`src/hw/rtl/rtty_pkg.sv`:
```
package rtty_pkg;

    // default sample rate of the incoming offset stream
    localparam int unsigned SAMPLE_RATE_DEFAULT = 2000;

    // configuration register indexes
    localparam logic [2:0] REG_SYMBOL_LENGTH = 3'd0;
    localparam logic [2:0] REG_STOP_LENGTH   = 3'd1;
    localparam logic [2:0] REG_DATA_BITS     = 3'd2;
    localparam logic [2:0] REG_PARITY_MODE   = 3'd3;
    localparam logic [2:0] REG_MSB_FIRST     = 3'd4;
    localparam logic [2:0] REG_INVERT        = 3'd5;

    // configuration reset values
    localparam logic [11:0] SYMBOL_LENGTH_RST = 12'd44;
    localparam logic [12:0] STOP_LENGTH_RST   = 13'd44;
    localparam logic [3:0]  DATA_BITS_RST     = 4'd5;

    // parity modes; every code above always-zero means always-one
    localparam logic [2:0] PAR_NONE = 3'd0;
    localparam logic [2:0] PAR_ODD  = 3'd1;
    localparam logic [2:0] PAR_EVEN = 3'd2;
    localparam logic [2:0] PAR_ZERO = 3'd3;

    // result event codes
    localparam logic [1:0] EV_NONE    = 2'd0;
    localparam logic [1:0] EV_CHAR    = 2'd1;
    localparam logic [1:0] EV_PARITY  = 2'd2;
    localparam logic [1:0] EV_FRAMING = 2'd3;

    // baud classes
    localparam logic [1:0] BAUD_45  = 2'd0;
    localparam logic [1:0] BAUD_50  = 2'd1;
    localparam logic [1:0] BAUD_75  = 2'd2;
    localparam logic [1:0] BAUD_100 = 2'd3;

    // baudot control codes
    localparam logic [4:0] BAUDOT_LTRS  = 5'h1F;
    localparam logic [4:0] BAUDOT_FIGS  = 5'h1B;
    localparam logic [4:0] BAUDOT_SPACE = 5'h04;

    localparam logic [14:0] RUN_MAX = 15'h7FFF;

    // bit reversal of a byte
    function automatic logic [7:0] rev8(input logic [7:0] d);
        logic [7:0] r;
        for (int i = 0; i < 8; i++)
        begin
            r[7 - i] = d[i];
        end
        return r;
    endfunction

    // baudot letters case
    function automatic logic [7:0] baudot_letter(input logic [4:0] d);
        logic [7:0] c;
        case (d)
            5'd1:    c = "E";
            5'd2:    c = 8'h0A;
            5'd3:    c = "A";
            5'd4:    c = " ";
            5'd5:    c = "S";
            5'd6:    c = "I";
            5'd7:    c = "U";
            5'd8:    c = 8'h0D;
            5'd9:    c = "D";
            5'd10:   c = "R";
            5'd11:   c = "J";
            5'd12:   c = "N";
            5'd13:   c = "F";
            5'd14:   c = "C";
            5'd15:   c = "K";
            5'd16:   c = "T";
            5'd17:   c = "Z";
            5'd18:   c = "L";
            5'd19:   c = "W";
            5'd20:   c = "H";
            5'd21:   c = "Y";
            5'd22:   c = "P";
            5'd23:   c = "Q";
            5'd24:   c = "O";
            5'd25:   c = "B";
            5'd26:   c = "G";
            5'd28:   c = "M";
            5'd29:   c = "X";
            5'd30:   c = "V";
            default: c = 8'h00;
        endcase
        return c;
    endfunction

    // baudot figures case
    function automatic logic [7:0] baudot_figure(input logic [4:0] d);
        logic [7:0] c;
        case (d)
            5'd1:    c = "3";
            5'd2:    c = 8'h0A;
            5'd3:    c = "-";
            5'd4:    c = " ";
            5'd5:    c = 8'h27;
            5'd6:    c = "8";
            5'd7:    c = "7";
            5'd8:    c = 8'h0D;
            5'd9:    c = "$";
            5'd10:   c = "4";
            5'd11:   c = 8'h07;
            5'd12:   c = ",";
            5'd13:   c = "!";
            5'd14:   c = ":";
            5'd15:   c = "(";
            5'd16:   c = "5";
            5'd17:   c = "+";
            5'd18:   c = ")";
            5'd19:   c = "2";
            5'd20:   c = "#";
            5'd21:   c = "6";
            5'd22:   c = "0";
            5'd23:   c = "1";
            5'd24:   c = "9";
            5'd25:   c = "?";
            5'd26:   c = "&";
            5'd28:   c = ".";
            5'd29:   c = "/";
            5'd30:   c = "=";
            default: c = 8'h00;
        endcase
        return c;
    endfunction

endpackage

```
`src/hw/rtl/rtty_character_receiver.sv`:
```
// RTTY character receiver. Takes one averaged frequency-offset sample per unstalled clock,
// slices it to a bit and runs an asynchronous start/data/parity/stop receiver on a sample
// counter, giving one result word per sample word. A sample passes the input register, then
// the state update into the result register. The receiver state advances once per sample,
// so consecutive samples never wait on each other. Five data bits select Baudot decoding
// with letters/figures shift; wider characters pass as raw bits. Baud class guesses come
// from run lengths compared against thresholds derived from SAMPLE_RATE at elaboration.
// The user must write configuration only while the block is idle; it is not enforced.
module rtty_character_receiver
    import rtty_pkg::*;
#(
    parameter int unsigned SAMPLE_RATE = SAMPLE_RATE_DEFAULT
)
(
    input  logic               clk,
    input  logic               rst_n,
    input  logic               cfg_we,
    input  logic [2:0]         cfg_index,
    input  logic [12:0]        cfg_data,
    input  logic               in_valid,
    output logic               in_stall,
    input  logic signed [15:0] offset_sample,
    output logic               out_valid,
    input  logic               out_stall,
    output logic [1:0]         event_res,
    output logic [7:0]         char_code,
    output logic               bit_sampled,
    output logic               baud_valid,
    output logic [1:0]         baud_class
);

    // run length bounds for each baud class
    localparam int unsigned M_MIN    = SAMPLE_RATE / 1000;
    localparam int unsigned M45_LO   = SAMPLE_RATE / 48;
    localparam int unsigned M45_HI   = SAMPLE_RATE / 40;
    localparam int unsigned M50_LO   = SAMPLE_RATE / 56;
    localparam int unsigned M50_HI   = SAMPLE_RATE / 47;
    localparam int unsigned M75_LO   = SAMPLE_RATE / 86;
    localparam int unsigned M75_HI   = SAMPLE_RATE / 65;
    localparam int unsigned M100_LO  = SAMPLE_RATE / 111;
    localparam int unsigned M100_HI  = SAMPLE_RATE / 90;

    typedef enum logic [2:0] {
        PH_IDLE   = 3'd0,
        PH_START  = 3'd1,
        PH_DATA   = 3'd2,
        PH_PARITY = 3'd3,
        PH_STOP   = 3'd4,
        PH_STOP2  = 3'd5
    } phase_t;

    // configuration
    logic [11:0] symbol_length_reg;
    logic [12:0] stop_length_reg;
    logic [3:0]  data_bits_reg;
    logic [2:0]  parity_mode_reg;
    logic        msb_first_reg;
    logic        invert_reg;

    // pipeline
    logic               in_valid_reg;
    logic signed [15:0] sample_reg;
    logic               out_valid_reg;
    logic [1:0]         event_reg;
    logic [7:0]         code_reg;
    logic               sampled_reg;
    logic               bvalid_reg;
    logic [1:0]         bclass_reg;
    logic               out_load;
    logic               in_load;
    logic               step;

    // receiver state
    phase_t      phase_reg, phase_next;
    logic [12:0] cnt_reg, cnt_next;
    logic [3:0]  idx_reg, idx_next;
    logic [8:0]  shift_reg, shift_next;
    logic        fig_reg, fig_next;
    logic        prev_reg, prev_next;
    logic [14:0] ones_reg, ones_next;
    logic [14:0] zeros_reg, zeros_next;

    // step results
    logic [1:0]  ev;
    logic [7:0]  code;
    logic        sampled;
    logic        bvalid;
    logic [1:0]  bclass;

    // helpers
    logic        bit_in;
    logic        neg;
    logic        pos;
    logic [12:0] cnt_dec;
    logic        cnt_zero;
    logic [12:0] half_sym;
    logic [3:0]  eff_bits;
    logic [7:0]  data_mask;
    logic [7:0]  data_raw;
    logic [7:0]  data_fin;
    logic        pbit;
    logic        want;
    logic        par_ok;
    logic [7:0]  baud_code;
    logic        baud_fig;
    logic [8:0]  shift_ins;
    logic [3:0]  idx_inc;
    logic [14:0] ones_inc;
    logic [14:0] zeros_inc;
    logic [14:0] run_max;
    logic        guess_ok;
    logic [1:0]  guess;

    // handshake
    assign out_load  = !out_valid_reg || !out_stall;
    assign in_load   = !in_valid_reg || out_load;
    assign in_stall  = !in_load;
    assign step      = in_valid_reg && out_load;
    assign out_valid = out_valid_reg;

    assign event_res   = event_reg;
    assign char_code   = code_reg;
    assign bit_sampled = sampled_reg;
    assign baud_valid  = bvalid_reg;
    assign baud_class  = bclass_reg;

    // slicer
    assign neg    = sample_reg[15];
    assign pos    = !neg && (sample_reg != 16'sd0);
    assign bit_in = invert_reg ? pos : neg;

    // counters
    assign cnt_dec  = cnt_reg - 13'd1;
    assign cnt_zero = (cnt_dec == 13'd0);
    assign half_sym = {2'b00, symbol_length_reg[11:1]};
    assign idx_inc  = idx_reg + 4'd1;

    // bit insert at the current index, nothing past the ninth bit
    always_comb
    begin
        shift_ins = shift_reg;
        for (int i = 0; i < 9; i++)
        begin
            if (idx_reg == 4'(i))
            begin
                shift_ins[i] = shift_reg[i] | bit_in;
            end
        end
    end

    // effective character width, parity check and bit order
    always_comb
    begin
        if (data_bits_reg < 4'd5)
        begin
            eff_bits = 4'd5;
        end
        else if (data_bits_reg > 4'd8)
        begin
            eff_bits = 4'd8;
        end
        else
        begin
            eff_bits = data_bits_reg;
        end
        case (eff_bits)
            4'd5:    data_mask = 8'h1F;
            4'd6:    data_mask = 8'h3F;
            4'd7:    data_mask = 8'h7F;
            default: data_mask = 8'hFF;
        endcase
        data_raw = shift_reg[7:0] & data_mask;
        pbit     = shift_reg[eff_bits];
        case (parity_mode_reg)
            PAR_ODD:  want = ^data_raw;
            PAR_EVEN: want = ~(^data_raw);
            PAR_ZERO: want = 1'b0;
            default:  want = 1'b1;
        endcase
        par_ok = (parity_mode_reg == PAR_NONE) || (pbit == want);
        data_fin = msb_first_reg ? (rev8(data_raw) >> (4'd8 - eff_bits)) : data_raw;
    end

    // baudot decode with shift state
    always_comb
    begin
        baud_fig = fig_reg;
        case (data_fin[4:0])
            BAUDOT_LTRS:
            begin
                baud_fig  = 1'b0;
                baud_code = 8'h00;
            end
            BAUDOT_FIGS:
            begin
                baud_fig  = 1'b1;
                baud_code = 8'h00;
            end
            BAUDOT_SPACE:
            begin
                baud_fig  = 1'b0;
                baud_code = " ";
            end
            default:
            begin
                baud_code = fig_reg ? baudot_figure(data_fin[4:0])
                                    : baudot_letter(data_fin[4:0]);
            end
        endcase
    end

    // run lengths and baud class guess
    always_comb
    begin
        ones_inc  = (ones_reg == RUN_MAX) ? ones_reg : ones_reg + 15'd1;
        zeros_inc = (zeros_reg == RUN_MAX) ? zeros_reg : zeros_reg + 15'd1;
        if (bit_in)
        begin
            run_max = (zeros_reg > ones_inc) ? zeros_reg : ones_inc;
        end
        else
        begin
            run_max = (zeros_inc > ones_reg) ? zeros_inc : ones_reg;
        end
        guess_ok = 1'b1;
        guess    = BAUD_45;
        if (run_max == 15'd0 || 32'(run_max) < M_MIN)
        begin
            guess_ok = 1'b0;
        end
        else if (32'(run_max) > M45_LO && 32'(run_max) <= M45_HI)
        begin
            guess = BAUD_45;
        end
        else if (32'(run_max) > M50_LO && 32'(run_max) <= M50_HI)
        begin
            guess = BAUD_50;
        end
        else if (32'(run_max) > M75_LO && 32'(run_max) <= M75_HI)
        begin
            guess = BAUD_75;
        end
        else if (32'(run_max) > M100_LO && 32'(run_max) <= M100_HI)
        begin
            guess = BAUD_100;
        end
        else
        begin
            guess_ok = 1'b0;
        end
    end

    // receiver state update for one sample
    always_comb
    begin
        phase_next = phase_reg;
        cnt_next   = cnt_reg;
        idx_next   = idx_reg;
        shift_next = shift_reg;
        fig_next   = fig_reg;
        prev_next  = prev_reg;
        ones_next  = ones_reg;
        zeros_next = zeros_reg;
        ev         = EV_NONE;
        code       = 8'h00;
        sampled    = 1'b0;
        bvalid     = 1'b0;
        bclass     = BAUD_45;
        case (phase_reg)
            PH_IDLE:
            begin
                if (!bit_in)
                begin
                    phase_next = PH_START;
                    cnt_next   = half_sym;
                end
            end
            PH_START:
            begin
                cnt_next = cnt_dec;
                if (cnt_zero)
                begin
                    if (!bit_in)
                    begin
                        cnt_next   = {1'b0, symbol_length_reg};
                        idx_next   = 4'd0;
                        shift_next = 9'd0;
                        sampled    = 1'b1;
                        phase_next = PH_DATA;
                    end
                    else
                    begin
                        phase_next = PH_IDLE;
                    end
                end
            end
            PH_DATA:
            begin
                if (cnt_reg <= 13'd1)
                begin
                    shift_next = shift_ins;
                    idx_next   = idx_inc;
                    cnt_next   = {1'b0, symbol_length_reg};
                    sampled    = 1'b1;
                end
                else
                begin
                    cnt_next = cnt_dec;
                end
                if (bit_in)
                begin
                    ones_next = ones_inc;
                end
                else
                begin
                    zeros_next = zeros_inc;
                end
                if (bit_in != prev_reg)
                begin
                    bvalid     = guess_ok;
                    bclass     = guess_ok ? guess : BAUD_45;
                    ones_next  = 15'd0;
                    zeros_next = 15'd0;
                end
                prev_next = bit_in;
                if (idx_next >= eff_bits)
                begin
                    sampled    = 1'b1;
                    phase_next = (parity_mode_reg == PAR_NONE) ? PH_STOP : PH_PARITY;
                end
            end
            PH_PARITY:
            begin
                cnt_next = cnt_dec;
                if (cnt_zero)
                begin
                    phase_next = PH_STOP;
                    shift_next = shift_ins;
                    idx_next   = idx_inc;
                    cnt_next   = stop_length_reg;
                end
            end
            PH_STOP:
            begin
                cnt_next = cnt_dec;
                if (cnt_zero)
                begin
                    if (bit_in)
                    begin
                        if (!par_ok)
                        begin
                            ev = EV_PARITY;
                        end
                        else if (eff_bits == 4'd5)
                        begin
                            ev       = EV_CHAR;
                            code     = baud_code;
                            fig_next = baud_fig;
                        end
                        else
                        begin
                            ev   = EV_CHAR;
                            code = data_fin;
                        end
                    end
                    else
                    begin
                        ev = EV_FRAMING;
                    end
                    phase_next = PH_STOP2;
                    cnt_next   = half_sym;
                end
            end
            PH_STOP2:
            begin
                cnt_next = cnt_dec;
                if (cnt_zero)
                begin
                    phase_next = PH_IDLE;
                end
            end
            default:
            begin
                phase_next = PH_IDLE;
            end
        endcase
    end

    // configuration registers
    always_ff @(posedge clk or negedge rst_n)
    begin
        if (!rst_n)
        begin
            symbol_length_reg <= SYMBOL_LENGTH_RST;
            stop_length_reg   <= STOP_LENGTH_RST;
            data_bits_reg     <= DATA_BITS_RST;
            parity_mode_reg   <= PAR_NONE;
            msb_first_reg     <= 1'b0;
            invert_reg        <= 1'b0;
        end
        else if (cfg_we)
        begin
            case (cfg_index)
                REG_SYMBOL_LENGTH: symbol_length_reg <= cfg_data[11:0];
                REG_STOP_LENGTH:   stop_length_reg   <= cfg_data;
                REG_DATA_BITS:     data_bits_reg     <= cfg_data[3:0];
                REG_PARITY_MODE:   parity_mode_reg   <= cfg_data[2:0];
                REG_MSB_FIRST:     msb_first_reg     <= cfg_data[0];
                REG_INVERT:        invert_reg        <= cfg_data[0];
                default:           ;
            endcase
        end
    end

    // input register
    always_ff @(posedge clk or negedge rst_n)
    begin
        if (!rst_n)
        begin
            in_valid_reg <= 1'b0;
        end
        else if (in_load)
        begin
            in_valid_reg <= in_valid;
        end
    end

    always_ff @(posedge clk)
    begin
        if (in_load && in_valid)
        begin
            sample_reg <= offset_sample;
        end
    end

    // receiver state and result register
    always_ff @(posedge clk or negedge rst_n)
    begin
        if (!rst_n)
        begin
            phase_reg     <= PH_IDLE;
            cnt_reg       <= 13'd0;
            idx_reg       <= 4'd0;
            shift_reg     <= 9'd0;
            fig_reg       <= 1'b0;
            prev_reg      <= 1'b0;
            ones_reg      <= 15'd0;
            zeros_reg     <= 15'd0;
            out_valid_reg <= 1'b0;
        end
        else
        begin
            if (out_load)
            begin
                out_valid_reg <= in_valid_reg;
            end
            if (step)
            begin
                phase_reg <= phase_next;
                cnt_reg   <= cnt_next;
                idx_reg   <= idx_next;
                shift_reg <= shift_next;
                fig_reg   <= fig_next;
                prev_reg  <= prev_next;
                ones_reg  <= ones_next;
                zeros_reg <= zeros_next;
            end
        end
    end

    always_ff @(posedge clk)
    begin
        if (step)
        begin
            event_reg   <= ev;
            code_reg    <= code;
            sampled_reg <= sampled;
            bvalid_reg  <= bvalid;
            bclass_reg  <= bclass;
        end
    end

endmodule

```
`config.mk`:
```
export PLATFORM = sky130hd
export DESIGN_NAME = rtty_character_receiver
export DESIGN_NICKNAME = d
export VERILOG_FILES = /design/src/hw/rtl/rtty_pkg.sv /design/src/hw/rtl/rtty_character_receiver.sv
export SDC_FILE = /design/constraint.sdc
export NUM_CORES = 1
export LEC_CHECK = 0
export BUFFER_PORTS_ARGS = -buffer_cell sky130_fd_sc_hd__buf_2
export CORE_MARGIN = 4
export CORE_UTILIZATION = 50
export DETAILED_ROUTE_END_ITERATION = 10
export PLACE_DENSITY = 0.7
export SETUP_SLACK_MARGIN = 0.1
export SYNTH_ARGS = -nofsm -noshare
export SYNTH_HDL_FRONTEND = slang
export SYNTH_SLANG_ARGS = --single-unit
```
`constraint.sdc`:
```
create_clock -name clk -period 4.74 [get_ports clk]
set_input_delay 0.474 -clock clk [delete_from_list [all_inputs] [get_ports clk]]
set_output_delay 0.474 -clock clk [all_outputs]
set_load 0.005 [all_outputs]
```
==> results.sh <==
export IMPL_clock_tree_buffer_depth=2
export IMPL_place_inst=1372
export IMPL_rsz0062_at_grt="true"
export IMPL_grt_pass1_wl_mm=41.71
export IMPL_routabilityCongestion=0.9422
export IMPL_nFillCells=1587
export IMPL_fmax_ghz=0.2187
export IMPL_largest_reg_flops=16
export IMPL_clk_pin_slew_ps=60
export IMPL_wl_per_cell_um=18.22
export IMPL_clk_latency_ps=420
export IMPL_drt_wl_total_mm=25.83
export IMPL_hpwl_mm=18.71
export IMPL_reg2reg_depth=18
export IMPL_crit_path_start_kind="register"
export IMPL_final_layout_size_suffix_gt1_share_pct=24.56
export IMPL_finClkSkew_ps=11.24
export IMPL_grt_max_degree=70
export IMPL_cap_violations=0
export IMPL_synth_nets=1164
export IMPL_ant_nets=0
export IMPL_cts_buffers=17
export IMPL_ys_top_cells_by_area="dfrtp_1 (24%), edfxtp_1 (9.5%), ha_1 (6.4%), mux2_2 (5.0%), nor2_1 (4.5%)"
export IMPL_cp_max_fo=4
export IMPL_worstPathArrival_ps=4830
export IMPL_synth_xor_area_share_pct=3.711
export IMPL_synth_area_mux_share_pct=8.004
export IMPL_r2r_start="zeros_reg[4]$_DFFE_PN0P_"
export IMPL_core_um2=18270
export IMPL_nets=1262
export IMPL_die_h_um=145.4
export IMPL_synth_top_family_by_area="compound AO/OA/AOI/OAI gates"
export IMPL_syn_avg_cell_area_um2=8.750
export IMPL_stdcell_area_um2=11210
export IMPL_utilization_pct=61.34
export IMPL_synth_top_area_cell="dfrtp_1"
export IMPL_tightest_slew_ps=1057
export IMPL_reg2reg_to="baud_class[0]$_SDFFCE_PP0P_"
export IMPL_cts_hold_buf=0
export IMPL_cts_tree="built"
export IMPL_maxSlewViolCount=0
export IMPL_grt_pass1_vias=8308
export IMPL_cp_end_kind="register"
export IMPL_post_route_period_util_pct=96.48
export IMPL_hold_path_class="in -> async"
export IMPL_area_delta_synth_final_pct=18.70
export IMPL_yosys_area_share_simple_pct=20.09
export IMPL_die_w_um=145.4
export IMPL_status="finished, final reports clean"
export IMPL_antenna_found_initial=0
export IMPL_ioPinCount=53
export IMPL_clockRootBuffer="clkbuf_16"
export IMPL_num_rows=49
export IMPL_post_dp_cell_area_um2=10320
export IMPL_final_common_cell="nor2_1"
export IMPL_drt_iter0_drc=701
export IMPL_setup_viol=0
export IMPL_firstDrtPassIters=7
export IMPL_ys_seq_area_share_pct=35.36
export IMPL_final_cell_mix="nor2_1 (109), nand2_1 (98), dfrtp_1 (87)"
export IMPL_finalCriticalPeriod_ps=4573
export IMPL_ys_types=84
export IMPL_h_tree_depth=4
export IMPL_io_buffer_count=52
export IMPL_netlist_instances=1079
export IMPL_power_leakage_nw=4.677
export IMPL_synth_edf_count=30
export IMPL_start_util_pct=51.68
export IMPL_critPathKind="reg -> reg"
export IMPL_ys_ff_latch=127
export IMPL_route_detailed_drc=0
export IMPL_synth_async_reset_ratio_pct=76.38
export IMPL_synth_compound_gate_area_share_pct=22.12
export IMPL_p_per_area_nw_per_um2=530.8
export IMPL_overflow=0
export IMPL_relSlewSlack_pct=29.22
export IMPL_dieArea_um2=21150
export IMPL_hold_viol_final=0
export IMPL_yosysWarnings=0
export IMPL_vias=8767
export IMPL_grt_total_usage_pct=23.67
export IMPL_via_per_inst=6.183
export IMPL_r2r_slack_ps=170
export IMPL_yosys_area_top_type_share_pct=23.59
export IMPL_cp_data_required_time_ps=5000
export IMPL_num_antenna_cells=0
export IMPL_numClockSinks=127
export IMPL_ys_flop_type="dfrtp_1"
export IMPL_final_cells=1418
export IMPL_synthAdderAreaFrac_pct=6.573
export IMPL_netlist_area_um2=9442
export IMPL_ir_worst_vdd_uv=245.0
synthesized netlist by cell type, types with 19 or more instances:
master,number
nor2_1,112
nand2_1,99
dfrtp_1,89
o21ai_0,84
a21oi_1,71
ha_1,48
clkbuf_1,47
inv_1,44
mux2_2,42
nor3_1,38
nand3_1,33
edfxtp_1,30
xnor2_1,28
nand4_1,19
repair_timing:
| action | 4_1_cts | 5_1_grt |
|---|---|---|
| buffers inserted | 6 | 10 |
| gates resized for setup | 10 | 38 |
| pin swaps | 7 | 33 |
| setup endpoints to repair | 3 | 5 |
worst max-delay path, stage by stage (launching register included):
cell       delay [ps]
dfrtp_1           350
nand4_1           180
or2_4             310
or3_4             400
xnor2_2           170
ha_1              330
nand2_1            60
o21a_1            180
o211a_1           230
a21oi_2           210
or3b_4            400
a21oi_2           160
a211oi_2           70
a21oi_2           160
o2111ai_2         170
a2111oi_4         290
o211ai_2          150
or3b_1            400
a211oi_2          180
metal layers:
layer / up-vias / track usage (%) / share of wire [%]
li1: 4201 / - / -
met1: 4186 / 32.50 / 44
met2: 318 / 38.28 / 47
met3: 62 / 3.768 / 5.8
met4: 0 / 8.215 / 2.8
met5: - / 0 / 0
power by group:
part	switching [mW]	internal [mW]	total [mW]
Clock	0.509	0.683	1.19
Sequential	0.285	1.35	1.63
Combinational	1.78	1.34	3.13
worst max-delay path by stage:
| stage | from | to | slack [ps] | depth (start not counted) |
|---|---|---|---|---|
| 2_1_floorplan | zeros_reg[0]$_DFFE_PN0P_ | baud_class[0]$_SDFFCE_PP0P_ | 100 | 23 |
| 3_3_place_gp | ones_reg[1]$_DFFE_PN0P_ | baud_class[0]$_SDFFCE_PP0P_ | 190 | 18 |
| 3_5_place_dp | ones_reg[1]$_DFFE_PN0P_ | baud_class[0]$_SDFFCE_PP0P_ | -50 | 18 |
| 4_1_cts | ones_reg[2]$_DFFE_PN0P_ | baud_class[0]$_SDFFCE_PP0P_ | 100 | 18 |
| 5_1_grt | zeros_reg[3]$_DFFE_PN0P_ | baud_class[0]$_SDFFCE_PP0P_ | -60 | 20 |
| 6_report | zeros_reg[4]$_DFFE_PN0P_ | baud_class[0]$_SDFFCE_PP0P_ | 170 | 18 |
logic make-up (layout without fill, tap and decap cells):
group / after synthesis / in the layout
muxes: 64 / 64
buffers and inverters: 102 / 212
and+or+nand+nor: 387 / 387
AOI/OAI and AO/OA: 309 / 309
DFF: 127 / 127
adders and majority gates: 50 / 50
xor gates and xnor gates: 40 / 40
stage by stage:
step	setup WS, ps	hold WS, ps	power [mW]	TNS (ps)
5_1_grt	-58.06	212.0	6.363	-58.06
4_1_cts	100.3	199.1	5.810	0
6_report	167.0	162.5	5.949	0
3_5_place_dp	-45.12	479.5	4.515	-45.12
3_3_place_gp	187.5	460.7	4.463	0
2_1_floorplan	103.4	178.4	3.720	0
layout make-up:
cell class                      instances  area (µm²)  area share, %
Multi-Input combinational cell        850        5986          53.41
Clock buffer                           20       446.7          3.986
Timing Repair Buffer                  136       897.1          8.005
Sequential cell                       127        3341          29.81
Clock inverter                         11       81.33         0.7257
Inverter                               45       168.9          1.507
Tap cell                              229       286.5          2.557
No activity file was read; power rests on OpenSTA's default activity.
